<file path="src/sv/bmhq_pkg.sv">
// constants, codes and shared types for the binary min-heap queue
// no dependencies; used by bmhq_cell and binary_min_heap_queue
`timescale 1ns / 1ps

package bmhq_pkg;

    localparam int CAPACITY    = 256;
    localparam int KEY_WIDTH   = 32;
    localparam int COUNT_WIDTH = $clog2(CAPACITY + 1);

    // operation selector carried on the slave tuser
    typedef enum logic {
        OP_PUSH = 1'b0,
        OP_POP  = 1'b1
    } op_t;

    typedef enum logic [1:0] {
        ST_OK         = 2'd0,
        ST_PUSH_FULL  = 2'd1,
        ST_POP_EMPTY  = 2'd2
    } status_t;

    typedef logic signed [KEY_WIDTH-1:0] key_t;
    typedef logic [COUNT_WIDTH-1:0]      count_t;

    // broadcast to every cell of the chain
    typedef struct packed {
        logic push_en;
        logic pop_en;
        key_t key;
    } cell_ctrl_t;

    // output tdata payload, first field in the lowest bits
    localparam int RESULT_BITS  = 2 * KEY_WIDTH + COUNT_WIDTH + 1 + 2;
    localparam int RESULT_BYTES = (RESULT_BITS + 7) / 8;
    localparam int M_DATA_WIDTH = RESULT_BYTES * 8;
    localparam int S_DATA_WIDTH = ((KEY_WIDTH + 7) / 8) * 8;

endpackage

</file>
<file path="src/sv/bmhq_cell.sv">
// one slot of the sorted key chain: keeps, takes the new key, or shifts
// from a neighbour; depends on bmhq_pkg
`timescale 1ns / 1ps

module bmhq_cell (
    input  logic                aclk,
    input  bmhq_pkg::cell_ctrl_t ctrl,
    input  logic                occupied,
    input  logic                left_le,
    input  bmhq_pkg::key_t      left_key,
    input  bmhq_pkg::key_t      right_key,
    output bmhq_pkg::key_t      key_q,
    output logic                le
);

    bmhq_pkg::key_t key_reg;
    bmhq_pkg::key_t key_next;

    // stored key sorts at or before the incoming one
    assign le    = occupied && (key_reg <= ctrl.key);
    assign key_q = key_reg;

    always_comb begin
        key_next = key_reg;
        if (ctrl.push_en) begin
            if (!le) begin
                // insertion point is here when the left neighbour stays put
                key_next = left_le ? ctrl.key : left_key;
            end
        end else if (ctrl.pop_en) begin
            key_next = right_key;
        end
    end

    always_ff @(posedge aclk) begin
        key_reg <= key_next;
    end

endmodule

</file>
<file path="config.mk">
export PLATFORM = sky130hd
export DESIGN_NAME = bmhq_cell
export DESIGN_NICKNAME = d
export VERILOG_FILES = /design/src/sv/bmhq_pkg.sv /design/src/sv/bmhq_cell.sv
export SDC_FILE = /design/constraint.sdc
export NUM_CORES = 1
export LEC_CHECK = 0
export ABC_AREA = 1
export BUFFER_PORTS_ARGS = -buffer_cell sky130_fd_sc_hd__buf_2
export CAP_MARGIN = 30
export CORE_ASPECT_RATIO = 1.75
export CORE_MARGIN = 5
export CORE_UTILIZATION = 50
export CTS_BUF_LIST = sky130_fd_sc_hd__clkbuf_4 sky130_fd_sc_hd__clkbuf_8
export CTS_CLUSTER_SIZE = 28
export DETAILED_ROUTE_END_ITERATION = 8
export PLACE_DENSITY = 0.95
export SETUP_SLACK_MARGIN = 0.2
export SKIP_CTS_REPAIR_TIMING = 1
export SLEW_MARGIN = 5
export SYNTH_ARGS = -nofsm -noshare
export SYNTH_HDL_FRONTEND = slang
export SYNTH_SLANG_ARGS = --single-unit
</file>
<file path="constraint.sdc">
create_clock -name aclk -period 3.6 [get_ports aclk]
set_clock_uncertainty 0.05 [all_clocks]
set_input_delay 0.36 -clock aclk [delete_from_list [all_inputs] [get_ports aclk]]
set_output_delay 0.36 -clock aclk [all_outputs]
set_load 0.005 [all_outputs]
</file>
==> results.cfg, run 1 <==
[outcome]
status = finished clean

[critical_path]
crit_arrival_ps = 2000
critPathMostFrequentCell = nand2_1
critPathRequiredTime_ps = 3190
cp_max_fo = 2
crit_family = compound AO/OA/AOI/OAI gates
critPathBufInv = 2
crit_slowest_cell = edfxtp_1
cp-start-kind = register
path_cells = ha_1 -> a21oi_1 -> o21ai_0 -> a21oi_1 -> nand2_1 -> nand2_1 -> nand2_1 -> nand2_1 -> nand3_1 -> nand2_1 -> inv_1 -> buf_2
crit_type = reg2out
cp_slowest_stage_delay_ps = 400
end_kind = primary output

[timing]
max_slew.worst_pin.slew_ps = 559.7
rsz0062_at_grt = no
fin_crit_ps = 2413
setup_viol = 0
maxSlewViolCount = 0
slew_headroom_pct = 62.64
finalCritPeriodShare_pct = 67.03
fin_tns_setup_ps = 0
maxClockFrequency_mhz = 414.4
finalHoldViolCount = 0

[yosys]
ys_seq_elements = 32
async_flop_share_pct = 0
syn_area_mm2 = 0.002496
synth_edf_count = 32
syn_inst = 325
post-synth-top-area-cell = edfxtp_1
postSynthAreaPerCell_um2 = 7.680
synth_ff_type = edfxtp_1
yosysWarningCount = 0
synth_top_cell_area_share_pct = 38.50
yosysSeqAreaShare_pct = 38.50
ys_top_cells_by_area = edfxtp_1 38%, ha_1 16%, nand2_1 11%, o21ai_0 7.0%, o21ai_1 6.2%
syn-num-nets = 458
synth_cell_types = 22

[power]
p_total_mw = 1.084
power_density_mw_per_mm2 = 329.3
p_leak_nw = 1.761
ir_drop_uv = 325.0

[floorplanning]
io_pins = 134
die_w_um = 63.41
start_util_pct = 51.02
core_mm2 = 0.004892
die_area_mm2 = 0.006561
dieHeight_um = 103.5
num_rows = 34

[clock_network]
clock_latency_ps = 280
cts_htree_levels = 2
clk_path_buf_depth = 2
cts.sinks = 32
cts-root-buf = clkbuf_8
tritoncts = built
path_clk_slew_ps = 70
cts_buffers = 5

[layout]
areaGrowthSynthToFinish_pct = 31.88
final_util_pct = 67.29
fin_area_mm2 = 0.003292
largest_reg_flops = 32
diodes = 0
final_cells = 510
seqCellArea_um2 = 960.9
multi_input_area_mm2 = 0.001314
drive_gt1_share_pct = 33.77
fin_nets = 589
nFillCells = 417

[place]
gp_congestion = 0.7896
dp_cells = 502
dp_hpwl_um = 6051
io_buffers = 133
dpl-instance-area_mm2 = 0.003188

[global_routing]
grt_max_degree = 35
grt_pass1_vias = 2806
grt_use_met3_pct = 4.973
grt-ovfl-total = 0
grtUsageMet2_pct = 42.72
grt-busiest-layer = met2
antenna_found_initial = 0
gr-usage-all-layers_pct = 22.42
grt_pass1_wl_um = 11700
grtUsageMet1_pct = 21.72

[run]
drv_cap = 0

[detailed_routing]
initialDrtViolationCount = 78
viasPerCell = 5.275
vias = 2690
ant_nets = 0
drt_pre_antenna_iters = 5
drt_wl_total_um = 7360
post-route-drc-count = 0
drt-wirelength-per-cell_um = 14.43

[min_path]
hp-class = in2reg
worst paths after layout:
kind                      start  slack [ps]   endpoint  cells after the start
hold reg to reg       key_q[31]        1300  key_q[15]                      7
setup / recovery      key_q[15]        1190         le                     12
setup reg to reg      key_q[15]        1270  key_q[26]                     13
hold / removal    right_key[12]         310  key_q[12]                      3
per-layer routing:
layer  routed length, µm  part of all wire (%)
met1                2538                    34
met2                4032                    55
met3                 491                   6.7
met4                 298                   4.0
met5                   0                     0
metrics by stage:
step / setup WS [ps] / hold slack (ps)
detailed placement: 1186 / 601.8
finish: 1187 / 311.4
global route: 964.8 / 322.6
CTS: 1188 / 309.4
floorplan: 1053 / 501.2
global placement: 1211 / 594.4
Yosys cell counts, types with 2 or more instances:
cell      number
a21oi_1       13
edfxtp_1      32
ha_1          32
clkbuf_1      10
o21ai_0       35
inv_1         38
nand2_1       72
nand3_1        3
o21ai_1       31
inv_2          5
nor2_1        40
nand2_2        3
nor2_2         2
worst register-to-register path, stage by stage, from the launching register on:
cell and delay (ps):
edfxtp_1 400, ha_1 300, a21oi_1 170, o21ai_0 100
a21oi_1 170, nand2_1 80, nand2_1 80, nand2_1 50
nand2_1 60, nand3_1 60, nand2_1 90, nand2_1 50
nand2_1 90, buf_4 250
report_power, final:
group          switching (mW)  internal, mW
sequential             0.0230         0.468
combinational           0.188         0.154
clock                   0.124         0.127
total                   0.335         0.749
cells in the final DEF, fill, tap and decap left out, types with 5 or more instances in the layout:
master	count
inv_2	5
inv_1	38
a21oi_1	13
buf_2	133
clkbuf_8	5
o21ai_1	31
edfxtp_1	32
nand2_1	72
ha_1	32
nor2_1	40
o21ai_0	35
logic make-up after synthesis:
| family | count (synthesis) | synth area share (%) |
|---|---|---|
| AND/OR/NAND/NOR | 122 | 19.45 |
| AO/OA/AOI/OAI | 83 | 17.14 |
| buffers and inverters | 56 | 8.872 |
| adder cells (fa/ha/maj) | 32 | 16.04 |
| flip-flops | 32 | 38.50 |
area by class of cell:
| class | instances | area share (%) |
|---|---|---|
| Clock buffer | 5 | 2.090 |
| Clock inverter | 2 | 0.2280 |
| Timing Repair Buffer | 136 | 21.51 |
| Multi-Input combinational cell | 237 | 39.91 |
| Inverter | 44 | 5.017 |
| Sequential cell | 32 | 29.19 |
| Tap cell | 54 | 2.052 |
Power figures use the tool's default switching activity.
==> run 2: changes to the inputs <==
--- a/config.mk
+++ b/config.mk
@@ -10,11 +10,11 @@
 export CAP_MARGIN = 30
 export CORE_ASPECT_RATIO = 1.75
 export CORE_MARGIN = 5
-export CORE_UTILIZATION = 50
+export CORE_UTILIZATION = 42
 export CTS_BUF_LIST = sky130_fd_sc_hd__clkbuf_4 sky130_fd_sc_hd__clkbuf_8
 export CTS_CLUSTER_SIZE = 28
 export DETAILED_ROUTE_END_ITERATION = 8
-export PLACE_DENSITY = 0.95
+export PLACE_DENSITY = 0.9
 export SETUP_SLACK_MARGIN = 0.2
 export SKIP_CTS_REPAIR_TIMING = 1
 export SLEW_MARGIN = 5
==> constraint.sdc (replaced) <==
create_clock -name aclk -period 2.08 [get_ports aclk]
set_clock_uncertainty 0.05 [all_clocks]
set_input_delay 0.208 -clock aclk [delete_from_list [all_inputs] [get_ports aclk]]
set_output_delay 0.208 -clock aclk [all_outputs]
set_load 0.005 [all_outputs]
==> run 2 against run 1 <==
Design area increased by 14%. The run now ends with negative setup slack left. Core utilization fell by 3.2 points. Global-route usage shrank 2.8 points. Via count is 3.3% higher. Cell count rose by 11%. Critical path depth increased by 1. Sequential share of layout area fell by 3.5 points. Power grew 92%. Hold slack worse by 150 ps. Worst setup slack got worse by 1300 ps. Register-to-register slack got worse by 1400 ps. First-iteration DRC count grew 67%. Critical path type unchanged.
==> results.cfg, run 2 (synthesized netlist as in run 1, its figures left out) <==
[outcome]
status = finished, violations left
violations = negative setup slack

[global_routing]
grt_pass1_vias = 2837
grt_pass1_wl_um = 11610
antenna_found_initial = 1
gr-usage-all-layers_pct = 19.63
grt-ovfl-total = 0
grt_max_degree = 34

[clock_network]
path_clk_slew_ps = 70
cts_htree_levels = 2
clock_latency_ps = 280
clk_path_buf_depth = 2
cts-root-buf = clkbuf_8
tritoncts = built
cts_buffers = 5
cts.sinks = 32

[layout]
final_util_pct = 64.09
final_cells = 565
seqCellArea_um2 = 960.9
largest_reg_flops = 32
nFillCells = 529
multi_input_area_mm2 = 0.001521
areaGrowthSynthToFinish_pct = 49.77
layout_commonest_cell = buf_2
diodes = 0
drive_gt1_share_pct = 42.92
fin_area_mm2 = 0.003739
fin_nets = 619
layout_common_cells = 133 x buf_2, 66 x nand2_1, 38 x inv_1, 38 x nor2_1, 34 x o21ai_0

[floorplanning]
start_util_pct = 42.79
die_area_mm2 = 0.007646
core_mm2 = 0.005833
die_w_um = 68.28
num_rows = 37
io_pins = 134
dieHeight_um = 112.0

[place]
dpl_worst_slack_ps = -237.6
dpl-instance-area_mm2 = 0.003407
io_buffers = 133
dp_hpwl_um = 6091
gp_congestion = 0.7966
dp_cells = 547

[min_path]
min_to = key_q[7]
hold_path_depth = 3
min_from = right_key[7]
hp-class = in2reg

[power]
internal-power_mw = 1.427
combinationalPowerShare_pct = 35.7
ir_drop_uv = 403.6
p_leak_nw = 1.913
p_sw_share_pct = 31.52
seqPwrFrac_pct = 41.3
power_density_mw_per_mm2 = 557.5
power_frac_clock_pct = 22.9
power.net_switching_uw = 657.0

[timing]
finalHoldViolCount = 0
slew_headroom_pct = 59.66
finalCritPeriodShare_pct = 106.7
setup_viol = 33
maxClockFrequency_mhz = 450.5
fin_crit_ps = 2220
max_slew.worst_pin.slew_ps = 604.2
rsz0062_at_grt = yes
fin_ws_ps = -139.6
fin_tns_setup_ps = -3913
maxSlewViolCount = 0

[critical_path]
cp-start-kind = register
reg2reg_from = key_q[13]
end_kind = primary output
reg2reg_to = key_q[16]
cp_max_fo = 2
r2r_cells = 13
critPathRequiredTime_ps = 1820
crit_type = reg2out
crit_arrival_ps = 1960
r2r_slack_ps = -120

[run]
drv_cap = 0

[detailed_routing]
drt-wirelength-per-cell_um = 14.14
initialDrtViolationCount = 130
post-route-drc-count = 0
ant_nets = 0
vias = 2779
drt_pre_antenna_iters = 4
drt_wl_total_um = 7989
viasPerCell = 4.919
==> run 2: cell types whose count changed in the layout (fill, tap and decap cells not counted), sizes merged <==
cell and change:
clkinvlp +1, buf +29, clkinv -1, nand2 +1, clkbuf +1
==> run 2: critical path, cell delays in order (launching register included) <==
cell and delay [ps]:
edfxtp_1 440, ha_4 280, nand2_2 70, nor2_2 50, buf_4 120, a21oi_2 120
nand2_1 70, nand2_1 90, nand2_1 50, nand2_1 70, nand3_2 70, nand2_2 90
inv_1 40, buf_2 120
==> run 2: layout make-up <==
class / instances / area share, %
inverters: 44 / 4.418
multi-input cells: 238 / 40.70
flip-flops and latches: 32 / 25.70
clock inverters: 2 / 0.3012
repair buffers: 165 / 24.23
clock buffers: 6 / 2.041
well taps: 78 / 2.610
==> run 2: worst max path at each step <==
stage              start        end
6_report       key_q[13]         le
5_1_grt         key_q[7]         le
4_1_cts        key_q[13]  key_q[18]
3_5_place_dp   key_q[13]  key_q[12]
3_3_place_gp   key_q[13]  key_q[12]
2_1_floorplan   key_q[5]   key_q[0]
==> run 2: per-layer routing <==
layer	share of wire [%]	vias to the layer above	GRT usage, %	wire, µm
li1	-	1398	-	-
met1	38	1260	18.86	3006
met2	54	102	38.14	4301
met3	5.5	17	2.725	441
met4	2.8	2	8.898	227
met5	0.16	-	0	13
==> run 2: metrics by stage <==
| step | hold slack (ps) | total power, mW |
|---|---|---|
| CTS | 152.0 | 2.003 |
| floorplan | 349.2 | 1.192 |
| finish | 160.1 | 2.084 |
| global route | 161.5 | 2.210 |
| global placement | 442.3 | 1.492 |
| detailed placement | 447.1 | 1.523 |
==> run 2: power groups by stage <==
stage	Sequential, mW	Combinational (mW)	Clock (mW)
global route	0.869	0.837	0.503
floorplan	0.867	0.325	0
finish	0.861	0.745	0.478
detailed placement	0.867	0.656	0
global placement	0.860	0.632	0
CTS	0.853	0.660	0.491
